### config.mk
export PLATFORM = sky130hd
export DESIGN_NAME = piecewise_linear_calibration
export DESIGN_NICKNAME = d
export VERILOG_FILES = /design/src/rtl/core/plc_pkg.sv /design/src/rtl/core/plc_ram.sv /design/src/rtl/core/plc_front.sv /design/src/rtl/core/plc_back.sv /design/src/rtl/core/piecewise_linear_calibration.sv
export VERILOG_INCLUDE_DIRS = /design/src /design/src/rtl/core
export SDC_FILE = /design/constraint.sdc
export NUM_CORES = 1
export LEC_CHECK = 0
export ABC_AREA = 0
export BUFFER_PORTS_ARGS = -buffer_cell sky130_fd_sc_hd__buf_4
export CAP_MARGIN = 10
export CORE_ASPECT_RATIO = 0.7
export CORE_UTILIZATION = 25
export CTS_CLUSTER_DIAMETER = 60
export CTS_CLUSTER_SIZE = 20
export DETAILED_ROUTE_END_ITERATION = 6
export GPL_ROUTABILITY_DRIVEN = 0
export SLEW_MARGIN = 25
export SYNTH_ARGS = -nofsm -noshare
export SYNTH_HDL_FRONTEND = slang
export SYNTH_SLANG_ARGS = --single-unit
### constraint.sdc
create_clock -name clk -period 10.1 [get_ports clk]
set_input_delay 3.03 -clock clk [delete_from_list [all_inputs] [get_ports clk]]
set_output_delay 3.03 -clock clk [all_outputs]
set_load 0.03 [all_outputs]
### src/rtl/core/piecewise_linear_calibration_assert.svh
// Assertion helpers shared by the calibration block.
// Every check is clocked on clk and is switched off while rst_n is low.
`ifndef PIECEWISE_LINEAR_CALIBRATION_ASSERT_SVH
`define PIECEWISE_LINEAR_CALIBRATION_ASSERT_SVH

// A property that must hold at every clock edge out of reset.
`define PLC_ASSERT(lbl, prop, msg) \
  lbl: assert property (@(posedge clk) disable iff (!rst_n) prop) else $error(msg);

// A condition that must never be seen out of reset.
`define PLC_NEVER(lbl, expr, msg) \
  `PLC_ASSERT(lbl, !(expr), msg)

`endif

### src/rtl/core/plc_pkg.sv
package plc_pkg;

  // Number of calibration points in the table.
  localparam int TABLE_POINTS = 14;
  localparam int PIDX_W       = $clog2(TABLE_POINTS);
  localparam int CNT_W        = $clog2(TABLE_POINTS + 1);

  localparam int DATA_W   = 12;
  localparam int IDX_W    = 4;
  localparam int POINT_W  = 2 * DATA_W;
  localparam int PROD_W   = 2 * DATA_W;

  // One quotient bit per divider step.
  localparam int DIV_STEPS = DATA_W;
  localparam int DIV_CNT_W = $clog2(DIV_STEPS);

  // Request opcodes.
  localparam logic [1:0] OP_TO_MV   = 2'd0;
  localparam logic [1:0] OP_TO_CODE = 2'd1;
  localparam logic [1:0] OP_WRITE   = 2'd2;

  // Command kinds after classification.
  localparam logic [1:0] CMD_NONE    = 2'd0;
  localparam logic [1:0] CMD_TO_MV   = 2'd1;
  localparam logic [1:0] CMD_TO_CODE = 2'd2;
  localparam logic [1:0] CMD_WRITE   = 2'd3;

  typedef struct packed {
    logic [1:0]        op;
    logic [DATA_W-1:0] value;
    logic [IDX_W-1:0]  point_index;
    logic [DATA_W-1:0] point_code;
    logic [DATA_W-1:0] point_millivolts;
  } in_word_t;

  typedef struct packed {
    logic [DATA_W-1:0] converted;
    logic              in_range;
  } out_word_t;

  typedef struct packed {
    logic [1:0]        kind;
    logic [DATA_W-1:0] value;
    logic [IDX_W-1:0]  point_index;
    logic [DATA_W-1:0] point_code;
    logic [DATA_W-1:0] point_millivolts;
  } cmd_t;

  // Factory calibration table as {code, millivolts}; entries past the
  // fourteenth repeat the last point.
  function automatic logic [POINT_W-1:0] reset_point(input logic [PIDX_W-1:0] idx);
    logic [POINT_W-1:0] pt;
    case (idx)
      0:       pt = {12'd3123, 12'd2000};
      1:       pt = {12'd3207, 12'd2100};
      2:       pt = {12'd3301, 12'd2200};
      3:       pt = {12'd3361, 12'd2270};
      4:       pt = {12'd3434, 12'd2350};
      5:       pt = {12'd3515, 12'd2430};
      6:       pt = {12'd3598, 12'd2520};
      7:       pt = {12'd3682, 12'd2600};
      8:       pt = {12'd3745, 12'd2680};
      9:       pt = {12'd3825, 12'd2760};
      10:      pt = {12'd3867, 12'd2800};
      11:      pt = {12'd3891, 12'd2900};
      12:      pt = {12'd3986, 12'd3000};
      default: pt = {12'd4095, 12'd3300};
    endcase
    return pt;
  endfunction

endpackage

### src/rtl/core/plc_ram.sv
module plc_ram #(
  parameter int WIDTH = 24,
  parameter int DEPTH = 14
) (
  input  logic                     clk,
  input  logic                     we,
  input  logic [$clog2(DEPTH)-1:0] waddr,
  input  logic [WIDTH-1:0]         wdata,
  input  logic [$clog2(DEPTH)-1:0] raddr,
  output logic [WIDTH-1:0]         rdata
);

  logic [WIDTH-1:0] mem_r [DEPTH];
  logic [WIDTH-1:0] rdata_r;

  always_ff @(posedge clk) begin
    if (we) begin
      mem_r[waddr] <= wdata;
    end
    rdata_r <= mem_r[raddr];
  end

  assign rdata = rdata_r;

endmodule

### src/rtl/core/plc_front.sv
module plc_front
  import plc_pkg::*;
(
  input  logic     clk,
  input  logic     rst_n,
  input  logic     push,
  input  in_word_t in_word,
  output logic     full,
  output logic     cmd_valid,
  output cmd_t     cmd_word,
  input  logic     cmd_pop
);

  cmd_t       q_mem_r [2];
  logic       wr_ptr_r, wr_ptr_nxt;
  logic       rd_ptr_r, rd_ptr_nxt;
  logic [1:0] cnt_r, cnt_nxt;
  logic       do_push, do_pop;
  cmd_t       cls;

  // Classify the request; out-of-table writes and unknown opcodes become CMD_NONE.
  always_comb begin
    cls.value            = in_word.value;
    cls.point_index      = in_word.point_index;
    cls.point_code       = in_word.point_code;
    cls.point_millivolts = in_word.point_millivolts;
    case (in_word.op)
      OP_TO_MV:   cls.kind = CMD_TO_MV;
      OP_TO_CODE: cls.kind = CMD_TO_CODE;
      OP_WRITE:   cls.kind = (int'(in_word.point_index) < TABLE_POINTS) ? CMD_WRITE : CMD_NONE;
      default:    cls.kind = CMD_NONE;
    endcase
  end

  assign full      = (cnt_r == 2'd2);
  assign cmd_valid = (cnt_r != 2'd0);
  assign cmd_word  = q_mem_r[rd_ptr_r];
  assign do_push   = push && !full;
  assign do_pop    = cmd_pop && cmd_valid;

  always_comb begin
    wr_ptr_nxt = do_push ? !wr_ptr_r : wr_ptr_r;
    rd_ptr_nxt = do_pop ? !rd_ptr_r : rd_ptr_r;
    cnt_nxt    = cnt_r + {1'b0, do_push} - {1'b0, do_pop};
  end

  always_ff @(posedge clk) begin
    if (!rst_n) begin
      wr_ptr_r <= 1'b0;
      rd_ptr_r <= 1'b0;
      cnt_r    <= 2'd0;
    end else begin
      wr_ptr_r <= wr_ptr_nxt;
      rd_ptr_r <= rd_ptr_nxt;
      cnt_r    <= cnt_nxt;
    end
  end

  always_ff @(posedge clk) begin
    if (do_push) begin
      q_mem_r[wr_ptr_r] <= cls;
    end
  end

endmodule

### src/rtl/core/plc_back.sv
`include "piecewise_linear_calibration_assert.svh"

module plc_back
  import plc_pkg::*;
(
  input  logic      clk,
  input  logic      rst_n,
  input  logic      cmd_valid,
  input  cmd_t      cmd_word,
  output logic      cmd_pop,
  input  logic      res_full,
  output logic      res_push,
  output out_word_t res_word
);

  localparam logic [2:0] S_IDLE  = 3'd0;
  localparam logic [2:0] S_WRITE = 3'd1;
  localparam logic [2:0] S_SCAN  = 3'd2;
  localparam logic [2:0] S_MUL   = 3'd3;
  localparam logic [2:0] S_DIV   = 3'd4;
  localparam logic [2:0] S_FIX   = 3'd5;
  localparam logic [2:0] S_EMIT  = 3'd6;

  logic [2:0]              state_r, state_nxt;
  logic [TABLE_POINTS-1:0] valid_r, valid_nxt;
  cmd_t                    cmd_r, cmd_nxt;
  logic [CNT_W-1:0]        cnt_r, cnt_nxt;
  logic [DIV_CNT_W-1:0]    div_cnt_r, div_cnt_nxt;
  logic                    rd_valid_r, rd_valid_nxt;
  logic [PIDX_W-1:0]       rd_addr_r, rd_addr_nxt;
  logic [DATA_W-1:0]       key0_r, key0_nxt;
  logic [DATA_W-1:0]       prev_key_r, prev_key_nxt;
  logic [DATA_W-1:0]       prev_val_r, prev_val_nxt;
  logic                    found_r, found_nxt;
  logic                    hit_r, hit_nxt;
  logic [DATA_W-1:0]       lkey_r, lkey_nxt;
  logic [DATA_W-1:0]       lval_r, lval_nxt;
  logic [DATA_W-1:0]       rkey_r, rkey_nxt;
  logic [DATA_W-1:0]       rval_r, rval_nxt;
  logic [DATA_W-1:0]       rem_r, rem_nxt;
  logic [DATA_W-1:0]       q_r, q_nxt;
  logic [DATA_W-1:0]       span_r, span_nxt;
  logic                    neg_r, neg_nxt;
  out_word_t               res_r, res_nxt;

  logic                    ram_we;
  logic [PIDX_W-1:0]       ram_waddr;
  logic [PIDX_W-1:0]       ram_raddr;
  logic [POINT_W-1:0]      ram_rdata;
  logic [POINT_W-1:0]      point;
  logic [DATA_W-1:0]       key, val;
  logic                    first_pt, last_pt, bracket;
  logic [DATA_W-1:0]       off, span, mag;
  logic [DATA_W:0]         rise;
  logic [PROD_W-1:0]       prod;
  logic [DATA_W:0]         trial, diff;
  logic                    ge;

  plc_ram #(
    .WIDTH (POINT_W),
    .DEPTH (TABLE_POINTS)
  ) u_table (
    .clk   (clk),
    .we    (ram_we),
    .waddr (ram_waddr),
    .wdata ({cmd_r.point_code, cmd_r.point_millivolts}),
    .raddr (ram_raddr),
    .rdata (ram_rdata)
  );

  // An entry never written since reset reads as its factory value.
  assign point     = rd_valid_r ? ram_rdata : reset_point(rd_addr_r);
  assign key       = (cmd_r.kind == CMD_TO_MV) ? point[POINT_W-1:DATA_W] : point[DATA_W-1:0];
  assign val       = (cmd_r.kind == CMD_TO_MV) ? point[DATA_W-1:0] : point[POINT_W-1:DATA_W];
  assign ram_waddr = PIDX_W'(cmd_r.point_index);
  assign ram_raddr = (cnt_r < CNT_W'(TABLE_POINTS)) ? cnt_r[PIDX_W-1:0] : '0;
  assign first_pt  = (cnt_r == CNT_W'(1));
  assign last_pt   = (cnt_r == CNT_W'(TABLE_POINTS));
  assign bracket   = !first_pt && (prev_key_r <= cmd_r.value) && (key >= cmd_r.value);

  assign off  = cmd_r.value - lkey_r;
  assign span = rkey_r - lkey_r;
  assign rise = {1'b0, rval_r} - {1'b0, lval_r};
  assign mag  = rise[DATA_W] ? (lval_r - rval_r) : (rval_r - lval_r);
  assign prod = PROD_W'(off) * PROD_W'(mag);

  assign trial = {rem_r, q_r[DATA_W-1]};
  assign diff  = trial - {1'b0, span_r};
  assign ge    = (trial >= {1'b0, span_r});

  always_comb begin
    state_nxt    = state_r;
    valid_nxt    = valid_r;
    cmd_nxt      = cmd_r;
    cnt_nxt      = cnt_r;
    div_cnt_nxt  = div_cnt_r;
    rd_valid_nxt = valid_r[ram_raddr];
    rd_addr_nxt  = ram_raddr;
    key0_nxt     = key0_r;
    prev_key_nxt = prev_key_r;
    prev_val_nxt = prev_val_r;
    found_nxt    = found_r;
    hit_nxt      = hit_r;
    lkey_nxt     = lkey_r;
    lval_nxt     = lval_r;
    rkey_nxt     = rkey_r;
    rval_nxt     = rval_r;
    rem_nxt      = rem_r;
    q_nxt        = q_r;
    span_nxt     = span_r;
    neg_nxt      = neg_r;
    res_nxt      = res_r;
    cmd_pop      = 1'b0;
    res_push     = 1'b0;
    ram_we       = 1'b0;

    case (state_r)
      S_IDLE: begin
        if (cmd_valid) begin
          cmd_pop = 1'b1;
          cmd_nxt = cmd_word;
          res_nxt = '0;
          case (cmd_word.kind)
            CMD_WRITE: state_nxt = S_WRITE;
            CMD_TO_MV, CMD_TO_CODE: begin
              cnt_nxt   = '0;
              found_nxt = 1'b0;
              state_nxt = S_SCAN;
            end
            default: state_nxt = S_EMIT;
          endcase
        end
      end

      S_WRITE: begin
        ram_we               = 1'b1;
        valid_nxt[ram_waddr] = 1'b1;
        state_nxt            = S_EMIT;
      end

      S_SCAN: begin
        // Each cycle reads the next point and tests the segment ending in
        // the point read the cycle before.
        cnt_nxt = cnt_r + CNT_W'(1);
        if (cnt_r != '0) begin
          if (first_pt) begin
            key0_nxt = key;
          end
          if (bracket && !found_r) begin
            found_nxt = 1'b1;
            lkey_nxt  = prev_key_r;
            lval_nxt  = prev_val_r;
            rkey_nxt  = key;
            rval_nxt  = val;
          end
          prev_key_nxt = key;
          prev_val_nxt = val;
          if (last_pt) begin
            hit_nxt   = (cmd_r.value >= key0_r) && (cmd_r.value <= key);
            state_nxt = S_MUL;
          end
        end
      end

      S_MUL: begin
        span_nxt    = span;
        neg_nxt     = rise[DATA_W];
        rem_nxt     = prod[PROD_W-1:DATA_W];
        q_nxt       = prod[DATA_W-1:0];
        div_cnt_nxt = '0;
        if (!hit_r) begin
          res_nxt   = '0;
          state_nxt = S_EMIT;
        end else if (!found_r) begin
          res_nxt.converted = '0;
          res_nxt.in_range  = 1'b1;
          state_nxt         = S_EMIT;
        end else if (span == '0) begin
          res_nxt.converted = lval_r;
          res_nxt.in_range  = 1'b1;
          state_nxt         = S_EMIT;
        end else begin
          state_nxt = S_DIV;
        end
      end

      S_DIV: begin
        rem_nxt = ge ? diff[DATA_W-1:0] : trial[DATA_W-1:0];
        q_nxt   = {q_r[DATA_W-2:0], ge};
        if (div_cnt_r == DIV_CNT_W'(DIV_STEPS - 1)) begin
          state_nxt = S_FIX;
        end else begin
          div_cnt_nxt = div_cnt_r + DIV_CNT_W'(1);
        end
      end

      S_FIX: begin
        res_nxt.converted = neg_r ? (lval_r - q_r) : (lval_r + q_r);
        res_nxt.in_range  = 1'b1;
        state_nxt         = S_EMIT;
      end

      S_EMIT: begin
        if (!res_full) begin
          res_push  = 1'b1;
          state_nxt = S_IDLE;
        end
      end

      default: state_nxt = S_IDLE;
    endcase
  end

  always_ff @(posedge clk) begin
    if (!rst_n) begin
      state_r <= S_IDLE;
      valid_r <= '0;
    end else begin
      state_r <= state_nxt;
      valid_r <= valid_nxt;
    end
  end

  always_ff @(posedge clk) begin
    cmd_r      <= cmd_nxt;
    cnt_r      <= cnt_nxt;
    div_cnt_r  <= div_cnt_nxt;
    rd_valid_r <= rd_valid_nxt;
    rd_addr_r  <= rd_addr_nxt;
    key0_r     <= key0_nxt;
    prev_key_r <= prev_key_nxt;
    prev_val_r <= prev_val_nxt;
    found_r    <= found_nxt;
    hit_r      <= hit_nxt;
    lkey_r     <= lkey_nxt;
    lval_r     <= lval_nxt;
    rkey_r     <= rkey_nxt;
    rval_r     <= rval_nxt;
    rem_r      <= rem_nxt;
    q_r        <= q_nxt;
    span_r     <= span_nxt;
    neg_r      <= neg_nxt;
    res_r      <= res_nxt;
  end

  assign res_word = res_r;

  `PLC_ASSERT(a_div_rem_bound, (state_r == S_DIV) |-> (rem_r < span_r), "divider remainder not below divisor")
  `PLC_ASSERT(a_div_only_found, (state_r == S_DIV) |-> (found_r && hit_r && (span_r != '0)), "division without a bracketing segment")
  `PLC_NEVER(a_scan_bound, (state_r == S_SCAN) && (cnt_r > CNT_W'(TABLE_POINTS)), "segment scan ran past the table")

endmodule

### src/rtl/core/piecewise_linear_calibration.sv
// Channel  Direction  Handshake        Word
// input    in         push / full      in_word  (op, value, point fields)
// result   out        pop / empty      out_word (converted, in_range)
//
// A conversion runs a table scan at one read per cycle, one multiply, twelve
// restoring divider steps and control. A table write passes through the idle,
// write and emit states, and a null request through idle and emit alone.
// Reset is synchronous and active low; per-entry valid bits restore the factory
// table at once, so no clearing pass is needed.
// Two-word command and result queues let requests arrive while a result waits.
`include "piecewise_linear_calibration_assert.svh"

module piecewise_linear_calibration
  import plc_pkg::*;
(
  input  logic      clk,
  input  logic      rst_n,
  input  logic      push,
  input  in_word_t  in_word,
  output logic      full,
  output logic      empty,
  input  logic      pop,
  output out_word_t out_word
);

  logic      cmd_valid;
  cmd_t      cmd_word;
  logic      cmd_pop;
  logic      res_push;
  logic      res_full;
  out_word_t res_word;

  // Result queue: two words, so the back end can finish the next request
  // while the consumer has not yet popped the last one.
  out_word_t  res_mem_r [2];
  logic       res_wr_r, res_wr_nxt;
  logic       res_rd_r, res_rd_nxt;
  logic [1:0] res_cnt_r, res_cnt_nxt;
  logic       do_pop;

  // The front end classifies each request and queues it as a command.
  plc_front u_front (
    .clk       (clk),
    .rst_n     (rst_n),
    .push      (push),
    .in_word   (in_word),
    .full      (full),
    .cmd_valid (cmd_valid),
    .cmd_word  (cmd_word),
    .cmd_pop   (cmd_pop)
  );

  // The back end owns the table and carries out searches, divisions and writes.
  plc_back u_back (
    .clk       (clk),
    .rst_n     (rst_n),
    .cmd_valid (cmd_valid),
    .cmd_word  (cmd_word),
    .cmd_pop   (cmd_pop),
    .res_full  (res_full),
    .res_push  (res_push),
    .res_word  (res_word)
  );

  assign res_full = (res_cnt_r == 2'd2);
  assign empty    = (res_cnt_r == 2'd0);
  assign out_word = res_mem_r[res_rd_r];
  assign do_pop   = pop && !empty;

  always_comb begin
    res_wr_nxt  = res_push ? !res_wr_r : res_wr_r;
    res_rd_nxt  = do_pop ? !res_rd_r : res_rd_r;
    res_cnt_nxt = res_cnt_r + {1'b0, res_push} - {1'b0, do_pop};
  end

  always_ff @(posedge clk) begin
    if (!rst_n) begin
      res_wr_r  <= 1'b0;
      res_rd_r  <= 1'b0;
      res_cnt_r <= 2'd0;
    end else begin
      res_wr_r  <= res_wr_nxt;
      res_rd_r  <= res_rd_nxt;
      res_cnt_r <= res_cnt_nxt;
    end
  end

  always_ff @(posedge clk) begin
    if (res_push) begin
      res_mem_r[res_wr_r] <= res_word;
    end
  end

  `PLC_NEVER(a_res_overflow, res_cnt_r == 2'd3, "result queue count out of range")

endmodule
==> results of run 1 <==
==> routing by layer <==
| metal | up-vias | share of wire [%] | GRT usage [%] |
|---|---|---|---|
| met5 | - | 0.050 | 0 |
| met4 | 6 | 2.0 | 2.46 |
| met3 | 108 | 7.9 | 2.72 |
| met2 | 732 | 39 | 16.4 |
| met1 | 10800 | 51 | 19.1 |
| li1 | 10100 | - | - |
==> critical path, delay by kind of cell (launching register included) <==
family	cells	cell delay, ns
muxes	1	0.46
adders and majority gates	8	3.56
and+or+nand+nor	4	0.87
xor gates and xnor gates	1	0.18
AOI/OAI and AO/OA	10	3.31
DFF	1	0.40
buffers and inverters	5	0.29
==> cell usage after synthesis (35+ instances only) <==
| library cell | count |
|---|---|
| nor2b_1 | 46 |
| nand2_1 | 231 |
| mux2_2 | 75 |
| ha_1 | 185 |
| dfxtp_1 | 73 |
| inv_1 | 267 |
| clkbuf_1 | 78 |
| mux2i_1 | 51 |
| edfxtp_1 | 632 |
| o21ai_0 | 107 |
| fa_1 | 106 |
| nor2_1 | 150 |
| a21oi_1 | 115 |
| nand2b_1 | 44 |
| nand3_1 | 35 |
| xnor2_1 | 63 |
==> worst paths after layout <==
path / end / slack [ns] / cells after the start
worst max-delay path: u_back.rem_r[11] / 0.76 / 29
worst min-delay path: u_back.lval_r[11] / 0.42 / 0
worst max register to register: u_back.rem_r[11] / 0.76 / 29
worst min register to register: u_back.lval_r[11] / 0.42 / 0
==> registers in the layout, indices dropped and copies added (netlist names), 13 cells and up, named ones only <==
| name | flops |
|---|---|
| u_back.cmd_r | 38 |
| u_back.u_table.rdata | 24 |
| res_mem_r | 26 |
| u_back.res_word | 13 |
| u_front.q_mem_r | 84 |
| u_back.u_table.mem_r | 336 |
| u_back.valid_r | 14 |
==> per-stage QoR <==
stage	worst slack [ns]	utilization (%)	cell area (µm²)
3_5_place_dp	0.902	27.3	38500
2_1_floorplan	2.47	-	35700
5_1_grt	0.292	28.4	40100
3_3_place_gp	1.01	27.3	38500
6_report	0.761	28.4	40100
4_1_cts	0.856	28.4	40000
==> kinds of logic (layout without fill, tap and decap cells) <==
kind of cell               count (synthesis)  after routing  synth area share [%]
DFF                                      705            705                  57.3
AOI/OAI and AO/OA                        509            509                  9.78
and+or+nand+nor                          625            625                  8.15
adders and majority gates                291            291                  12.4
muxes                                    162            162                  6.05
xor gates and xnor gates                  88             88                  2.18
buffers and inverters                    380            469                  4.12
==> final cells by class <==
| cell class | instances | area (µm²) |
|---|---|---|
| Timing Repair Buffer | 113 | 881 |
| Sequential cell | 705 | 20400 |
| Fill cell | 14300 | 101000 |
| Multi-Input combinational cell | 1675 | 13900 |
| Clock buffer | 72 | 1300 |
| Clock inverter | 16 | 223 |
| Inverter | 268 | 1010 |
| Tap cell | 1872 | 2340 |
==> results.sh, run 1 <==
export IMPL_htree_levels=2
export IMPL_postCtsSetupBuffers=0
export IMPL_ant_nets=0
export IMPL_drt_iter0_drc=2229
export IMPL_syn_avg_cell_area_um2=12.9
export IMPL_synthArstFlopShare_pct=0
export IMPL_synth_area_leaders="edfxtp_1 (53%), ha_1 (6.5%), fa_1 (5.9%)"
export IMPL_layout_commonest_cell="edfxtp_1"
export IMPL_worstSetupEndpointType="flop"
export IMPL_worst_slew_pin_slew_ns=1.13
export IMPL_coreArea_mm2=0.141
export IMPL_grt_pass1_wl_mm=133
export IMPL_slowest_stage="o211ai_2"
export IMPL_r2r_start="u_back.rval_r[0]"
export IMPL_hold_path_startpoint="u_back.prev_val_r[11]"
export IMPL_stdcell_count=4721
export IMPL_num_rows=115
export IMPL_mostFrequentLayoutCells="edfxtp_1 (632), inv_1 (266), nand2_1 (230)"
export IMPL_holdWs_ns=0.424
export IMPL_grt_max_degree=54
export IMPL_grt_pass1_vias=20800
export IMPL_vias_per_cell=4.61
export IMPL_ys_warn_count=0
export IMPL_drv_cap=0
export IMPL_synthCells=2760
export IMPL_cp_max_fo=20
export IMPL_dieWidth_um=454
export IMPL_drive_gt1_share_pct=12.2
export IMPL_fp_dieH_um=318
export IMPL_worstPathRequired_ns=10.47
export IMPL_fin_skew_ns=0.0709
export IMPL_hold_viol=0
export IMPL_num_antenna_cells=0
export IMPL_critPathArrivalTime_ns=9.71
export IMPL_max_slew_margin_rel_pct=24.7
export IMPL_ctsHoldBuffers=0
export IMPL_synth_area_mm2=0.0357
export IMPL_synth_top_cell_area_share_pct=53.2
export IMPL_dp_cells=4632
export IMPL_seq_area_frac_synth_pct=57.3
export IMPL_setup_tns_final_ns=0
export IMPL_ys_types=83
export IMPL_clock_sinks=705
export IMPL_vias=21800
export IMPL_fmax_mhz=107
export IMPL_io_pins=61
export IMPL_post_cts_resize_count=0
export IMPL_cpMostUsedCell="fa_1"
export IMPL_clockBufferDepth=3
export IMPL_grtUsageTotal_pct=12.1
export IMPL_drc=0
export IMPL_period_share_pct=92.5
export IMPL_routedWlPerCell_um=18.7
export IMPL_rsz0062_at_grt="false"
export IMPL_ys_ff_latch=705
export IMPL_cts_tree="done"
export IMPL_area_growth_pct=12.4
export IMPL_crit_path_start_kind="flop"
export IMPL_numPortBuffers=60
export IMPL_antenna_found_initial=4
export IMPL_clock_latency_ns=0.64
export IMPL_yosysTopAreaCell="edfxtp_1"
export IMPL_status="finished, final reports clean"
export IMPL_slew_viol_final=0
export IMPL_max_stage_delay_ns=0.85
export IMPL_fin_nets=3147
export IMPL_setup_viol=0
export IMPL_gr_total_overflow=0
export IMPL_numCtsBuffers=47
export IMPL_dieArea_mm2=0.144
export IMPL_syn_nets=3097
export IMPL_drt_pass1_iterations=5
export IMPL_routed_wl_mm=88.4
export IMPL_start_util_pct=25.3
export IMPL_hold_class="reg2reg"
export IMPL_period_minus_slack_ns=9.34
export IMPL_synth_main_ff_cell="edfxtp_1"
export IMPL_hpwl_mm=60.0
export IMPL_crit_type="reg2reg"
export IMPL_cts_root_buf="clkbuf_16"
export IMPL_synth_edf_count=632
export IMPL_crit_path_start="u_back.rval_r[0]"
export IMPL_clkTransAtPathRegs_ns=0.08
Power of run 1 is not shown: default switching activity piles up to over one toggle a cycle in this logic, so the estimate is an artifact.
==> run 2, diff against run 1 <==
--- a/config.mk
+++ b/config.mk
@@ -9,12 +9,12 @@
 export ABC_AREA = 0
 export BUFFER_PORTS_ARGS = -buffer_cell sky130_fd_sc_hd__buf_4
 export CAP_MARGIN = 10
-export CORE_ASPECT_RATIO = 0.7
 export CORE_UTILIZATION = 25
 export CTS_CLUSTER_DIAMETER = 60
 export CTS_CLUSTER_SIZE = 20
 export DETAILED_ROUTE_END_ITERATION = 6
 export GPL_ROUTABILITY_DRIVEN = 0
+export PLACE_DENSITY = 0.5
 export SLEW_MARGIN = 25
 export SYNTH_ARGS = -nofsm -noshare
 export SYNTH_HDL_FRONTEND = slang
==> run 2 against run 1 <==
  * Clock skew fell by 0.018 ns
  * Clock-buffer cell count rose by 3
  * First-iteration DRC count fell by 43%
  * Global-route usage rose by 0.22 points
  * Sequential share of layout area fell by 1.2 points
  * Hold slack got worse by 0.0045 ns
  * Register-to-register slack improved by 0.61 ns
  * Final cell count rose by 1.3%
  * Non-clock buffer count rose by 3
  * Via count fell by 2.4%
  * Utilization rose by 0.58 points
  * Worst setup slack improved by 0.61 ns
==> results.sh, run 2 (synthesis gave the netlist of run 1 again) <==
export IMPL_rsz0062_at_grt="false"
export IMPL_post_cts_resize_count=0
export IMPL_clkTransAtPathRegs_ns=0.07
export IMPL_drc=0
export IMPL_vias_per_cell=4.45
export IMPL_area_growth_pct=15.1
export IMPL_cp_max_fo=12
export IMPL_dr_wl_met3_mm=3.77
export IMPL_coreArea_mm2=0.142
export IMPL_status="finished, final reports clean"
export IMPL_dp_cells=4654
export IMPL_grt_pass1_wl_mm=135
export IMPL_stdcell_count=4782
export IMPL_fin_skew_ns=0.0532
export IMPL_drt_met1_wl_mm=41.3
export IMPL_cts_tree="done"
export IMPL_crit_type="reg2reg"
export IMPL_top_register="u_back.u_table.mem_r"
export IMPL_start_util_pct=25.2
export IMPL_grtUsageTotal_pct=12.3
export IMPL_period_share_pct=86.5
export IMPL_layout_commonest_cell="edfxtp_1"
export IMPL_setup_viol=0
export IMPL_critPathArrivalTime_ns=9.13
export IMPL_dieWidth_um=380
export IMPL_ant_nets=0
export IMPL_numPortBuffers=60
export IMPL_clock_sinks=705
export IMPL_mostFrequentLayoutCells="edfxtp_1 (632), inv_1 (266), nand2_1 (230)"
export IMPL_hold_viol=0
export IMPL_hold_class="reg2reg"
export IMPL_ctsHoldBuffers=0
export IMPL_cpMostUsedCell="fa_1"
export IMPL_worst_slew_pin_slew_ns=1.03
export IMPL_gr_total_overflow=0
export IMPL_slew_viol_final=0
export IMPL_largest_reg_flops=336
export IMPL_max_stage_delay_ns=0.58
export IMPL_reg_top3="u_back.u_table.mem_r x336, u_front.q_mem_r x84, u_back.cmd_r x38"
export IMPL_fp_dieH_um=380
export IMPL_fmax_mhz=114
export IMPL_drt_pass1_iterations=5
export IMPL_clock_latency_ns=0.68
export IMPL_antenna_found_initial=3
export IMPL_vias=21300
export IMPL_holdWs_ns=0.419
export IMPL_num_rows=138
export IMPL_worstSetupEndpointType="flop"
export IMPL_drv_cap=0
export IMPL_numCtsBuffers=69
export IMPL_fin_nets=3172
export IMPL_crit_path_start_kind="flop"
export IMPL_hpwl_mm=59.8
export IMPL_setup_tns_final_ns=0
export IMPL_grt_pass1_vias=21400
export IMPL_max_slew_margin_rel_pct=30.7
export IMPL_clockBufferDepth=3
export IMPL_htree_levels=3
export IMPL_grt_max_degree=69
export IMPL_routedWlPerCell_um=18.6
export IMPL_routed_wl_met2_mm=41.3
export IMPL_drive_gt1_share_pct=14.0
export IMPL_worstPathRequired_ns=10.49
export IMPL_cts_root_buf="clkbuf_16"
export IMPL_drt_iter0_drc=1269
export IMPL_period_minus_slack_ns=8.73
export IMPL_slowest_stage="o211ai_2"
export IMPL_dieArea_mm2=0.144
export IMPL_io_pins=61
export IMPL_dr_max_layer_used="met5"
export IMPL_postCtsSetupBuffers=0
export IMPL_routed_wl_mm=88.7
[run 2: changes by cell type in the layout (fill, tap and decap cells not counted), moves of 4 or more]
cell / previous run / this run
buf_4: 111 / 115
clkbuf_1: 23 / 4
clkbuf_16: 48 / 70
clkinv_4: 0 / 4
inv_16: 0 / 4
inv_6: 3 / 11
inv_8: 1 / 11
nor2_2: 11 / 7
nor2_4: 5 / 9
[run 2: final timing paths]
path                                      startpoint               end  slack, ns  depth (start not counted)
worst min register to register  u_back.prev_val_r[1]  u_back.lval_r[1]       0.42                          0
worst min-delay path            u_back.prev_val_r[1]  u_back.lval_r[1]       0.42                          0
worst max register to register      u_back.rval_r[0]  u_back.rem_r[11]       1.37                         29
worst max-delay path                u_back.rval_r[0]  u_back.rem_r[11]       1.37                         29
[run 2: stage by stage]
step                      area (µm²)  setup slack, ns  util, %
after floorplan                35700             2.47        -
after detailed placement       38600             1.27     27.3
after CTS                      41100             1.25     29.0
after global routing           41100            0.591     29.0
after global placement         38600             1.33     27.2
final                          41100             1.37     29.0
[run 2: final cells by class]
type                    count  area (µm²)
clock buffers              75        1780
inverters                 268        1010
well taps                1890        2360
multi-input cells        1675       13900
fillers                 14400      101000
clock inverters            51         674
repair buffers            116         891
flip-flops and latches    705       20400
diodes                      2        5.00
[run 2: metal layers]
metal	GRT usage (%)	up-vias
li1	-	10200
met1	16.8	10500
met2	19.8	422
met3	2.12	124
met4	3.66	2
met5	0	-
[run 2: critical path, delay by kind of cell, from the launching register on]
| family | cells | cell delay, ns |
|---|---|---|
| simple gates | 4 | 0.86 |
| xor+xnor | 1 | 0.17 |
| mux | 2 | 0.66 |
| buf+inv | 5 | 0.28 |
| compound gates | 9 | 2.56 |
| flops | 1 | 0.39 |
| fa+ha+maj | 8 | 3.54 |
Power of run 2 is left out for the same reason.
==> run 3, diff against run 2 <==
--- a/config.mk
+++ b/config.mk
@@ -9,12 +9,13 @@
 export ABC_AREA = 0
 export BUFFER_PORTS_ARGS = -buffer_cell sky130_fd_sc_hd__buf_4
 export CAP_MARGIN = 10
-export CORE_UTILIZATION = 25
+export CORE_UTILIZATION = 30
+export CTS_BUF_LIST = sky130_fd_sc_hd__clkbuf_8
 export CTS_CLUSTER_DIAMETER = 60
 export CTS_CLUSTER_SIZE = 20
 export DETAILED_ROUTE_END_ITERATION = 6
 export GPL_ROUTABILITY_DRIVEN = 0
-export PLACE_DENSITY = 0.5
+export PLACE_DENSITY = 0.55
 export SLEW_MARGIN = 25
 export SYNTH_ARGS = -nofsm -noshare
 export SYNTH_HDL_FRONTEND = slang
==> run 3 against run 2 <==
  * Register-to-register slack about the same
  * Cell area down 3.6%
  * Largest cell class unchanged
  * Hold slack got worse by 0.0021 ns
  * Via count is 0.89% higher
  * Clock skew grew 0.022 ns
  * Final cell count decreased by 7.8%
  * Wire length shrank 3.1%
  * Non-clock buffer count is 2 lower
  * Die area down 17%
==> results.sh, run 3 (synthesis gave the netlist of run 1 again) <==
export IMPL_top_register="u_back.u_table.mem_r"
export IMPL_hold_path_startpoint="u_back.prev_val_r[10]"
export IMPL_cts_root_buf="clkbuf_8"
export IMPL_rsz0062_at_grt="false"
export IMPL_period_share_pct=86.4
export IMPL_worst_slew_pin_slew_ns=1.06
export IMPL_fin_skew_ns=0.0756
export IMPL_max_stage_delay_ns=0.59
export IMPL_post_cts_resize_count=0
export IMPL_reg_top3="u_back.u_table.mem_r x336, u_front.q_mem_r x84, u_back.cmd_r x38"
export IMPL_cts_tree="done"
export IMPL_grtUsageTotal_pct=14.1
export IMPL_crit_type="reg2reg"
export IMPL_hpwl_mm=58.2
export IMPL_htree_levels=2
export IMPL_ant_nets=0
export IMPL_vias=21400
export IMPL_critPathArrivalTime_ns=9.20
export IMPL_setup_viol=0
export IMPL_antenna_found_initial=7
export IMPL_max_slew_margin_rel_pct=28.8
export IMPL_drt_pass1_iterations=5
export IMPL_dpl_cell_area_mm2=0.0382
export IMPL_worstPathRequired_ns=10.58
export IMPL_numPortBuffers=60
export IMPL_worstSetupEndpointType="flop"
export IMPL_setup_tns_final_ns=0
export IMPL_grt_pass1_wl_mm=130
export IMPL_grt_pass1_vias=21400
export IMPL_hold_end="u_back.lval_r[10]"
export IMPL_final_util_pct=33.6
export IMPL_hold_class="reg2reg"
export IMPL_fin_nets=3160
export IMPL_crit_path_start_kind="flop"
export IMPL_fmax_mhz=115
export IMPL_whs_path_depth=0
export IMPL_mostFrequentLayoutCells="edfxtp_1 (632), inv_1 (272), nand2_1 (230)"
export IMPL_period_minus_slack_ns=8.72
export IMPL_area_growth_pct=11.0
export IMPL_vias_per_cell=4.86
export IMPL_num_rows=126
export IMPL_largest_reg_flops=336
export IMPL_r2r_setup_slack_ns=1.38
export IMPL_drc=0
export IMPL_slowest_stage="o211ai_2"
export IMPL_numCtsBuffers=59
export IMPL_clock_latency_ns=0.80
export IMPL_status="finished, final reports clean"
export IMPL_drive_gt1_share_pct=13.4
export IMPL_routedWlPerCell_um=19.5
export IMPL_gr_total_overflow=0
export IMPL_drv_cap=0
export IMPL_clockBufferDepth=3
export IMPL_r2r_end="u_back.rem_r[11]"
export IMPL_dieWidth_um=347
export IMPL_drt_iter0_drc=1445
export IMPL_final_area_mm2=0.0396
export IMPL_cpMostUsedCell="fa_1"
export IMPL_dieArea_mm2=0.120
export IMPL_layout_commonest_cell="edfxtp_1"
export IMPL_clkTransAtPathRegs_ns=0.12
export IMPL_routed_wl_mm=86.0
export IMPL_postCtsSetupBuffers=0
export IMPL_ctsHoldBuffers=0
export IMPL_io_pins=61
export IMPL_slew_viol_final=0
export IMPL_hold_viol=0
export IMPL_cp_max_fo=12
export IMPL_fp_dieH_um=347
export IMPL_ff2ff_path_depth=29
export IMPL_coreArea_mm2=0.118
export IMPL_grt_max_degree=59
export IMPL_r2r_start="u_back.rval_r[0]"
export IMPL_clock_sinks=705
export IMPL_start_util_pct=30.3
run 3: layout make-up:
type                            instances  area [µm²]
Fill cell                           11600       78300
Clock buffer                           59         812
Timing Repair Buffer                  114         936
Clock inverter                         51         566
Tap cell                             1536        1920
Multi-Input combinational cell       1675       13900
Sequential cell                       705       20400
Antenna cell                            2        5.00
Inverter                              268        1010
run 3: worst max-delay path: cells and delay by family (launching register included):
family / cells / cell delay, ns
mux: 2 / 0.66
simple gates: 4 / 0.87
flops: 1 / 0.41
buf+inv: 5 / 0.29
xor+xnor: 1 / 0.17
fa+ha+maj: 8 / 3.54
compound gates: 9 / 2.54
run 3: metrics by stage:
stage / setup slack (ns) / cells / hold WS (ns)
after global routing: 0.844 / 4410 / 0.413
after global placement: 1.45 / 4294 / 0.402
after detailed placement: 1.36 / 4298 / 0.405
after floorplan: 2.47 / 2760 / 0.400
final: 1.38 / 4410 / 0.417
after CTS: 1.34 / 4408 / 0.419
run 3: worst max-delay path by stage:
stage,from,depth (start not counted),slack (ns),to
floorplan,u_back.rval_r[0],29,2.47,u_back.rem_r[11]
global placement,u_back.rval_r[0],29,1.45,u_back.rem_r[11]
detailed placement,u_back.rval_r[0],29,1.36,u_back.rem_r[11]
CTS,u_back.rval_r[0],29,1.34,u_back.rem_r[11]
global route,u_back.rval_r[0],29,0.84,u_back.rem_r[11]
finish,u_back.rval_r[0],29,1.38,u_back.rem_r[11]
run 3: per-layer routing:
metal | share of wire, % | track usage [%] | vias up | wire [µm]
met2 | 47 | 23.4 | 458 | 40300
met5 | 0.030 | 0 | - | 26
met3 | 4.9 | 2.20 | 114 | 4210
met4 | 2.6 | 4.08 | 4 | 2210
met1 | 46 | 19.0 | 10800 | 39200
li1 | - | - | 10100 | -
Power of run 3 is left out for the same reason.
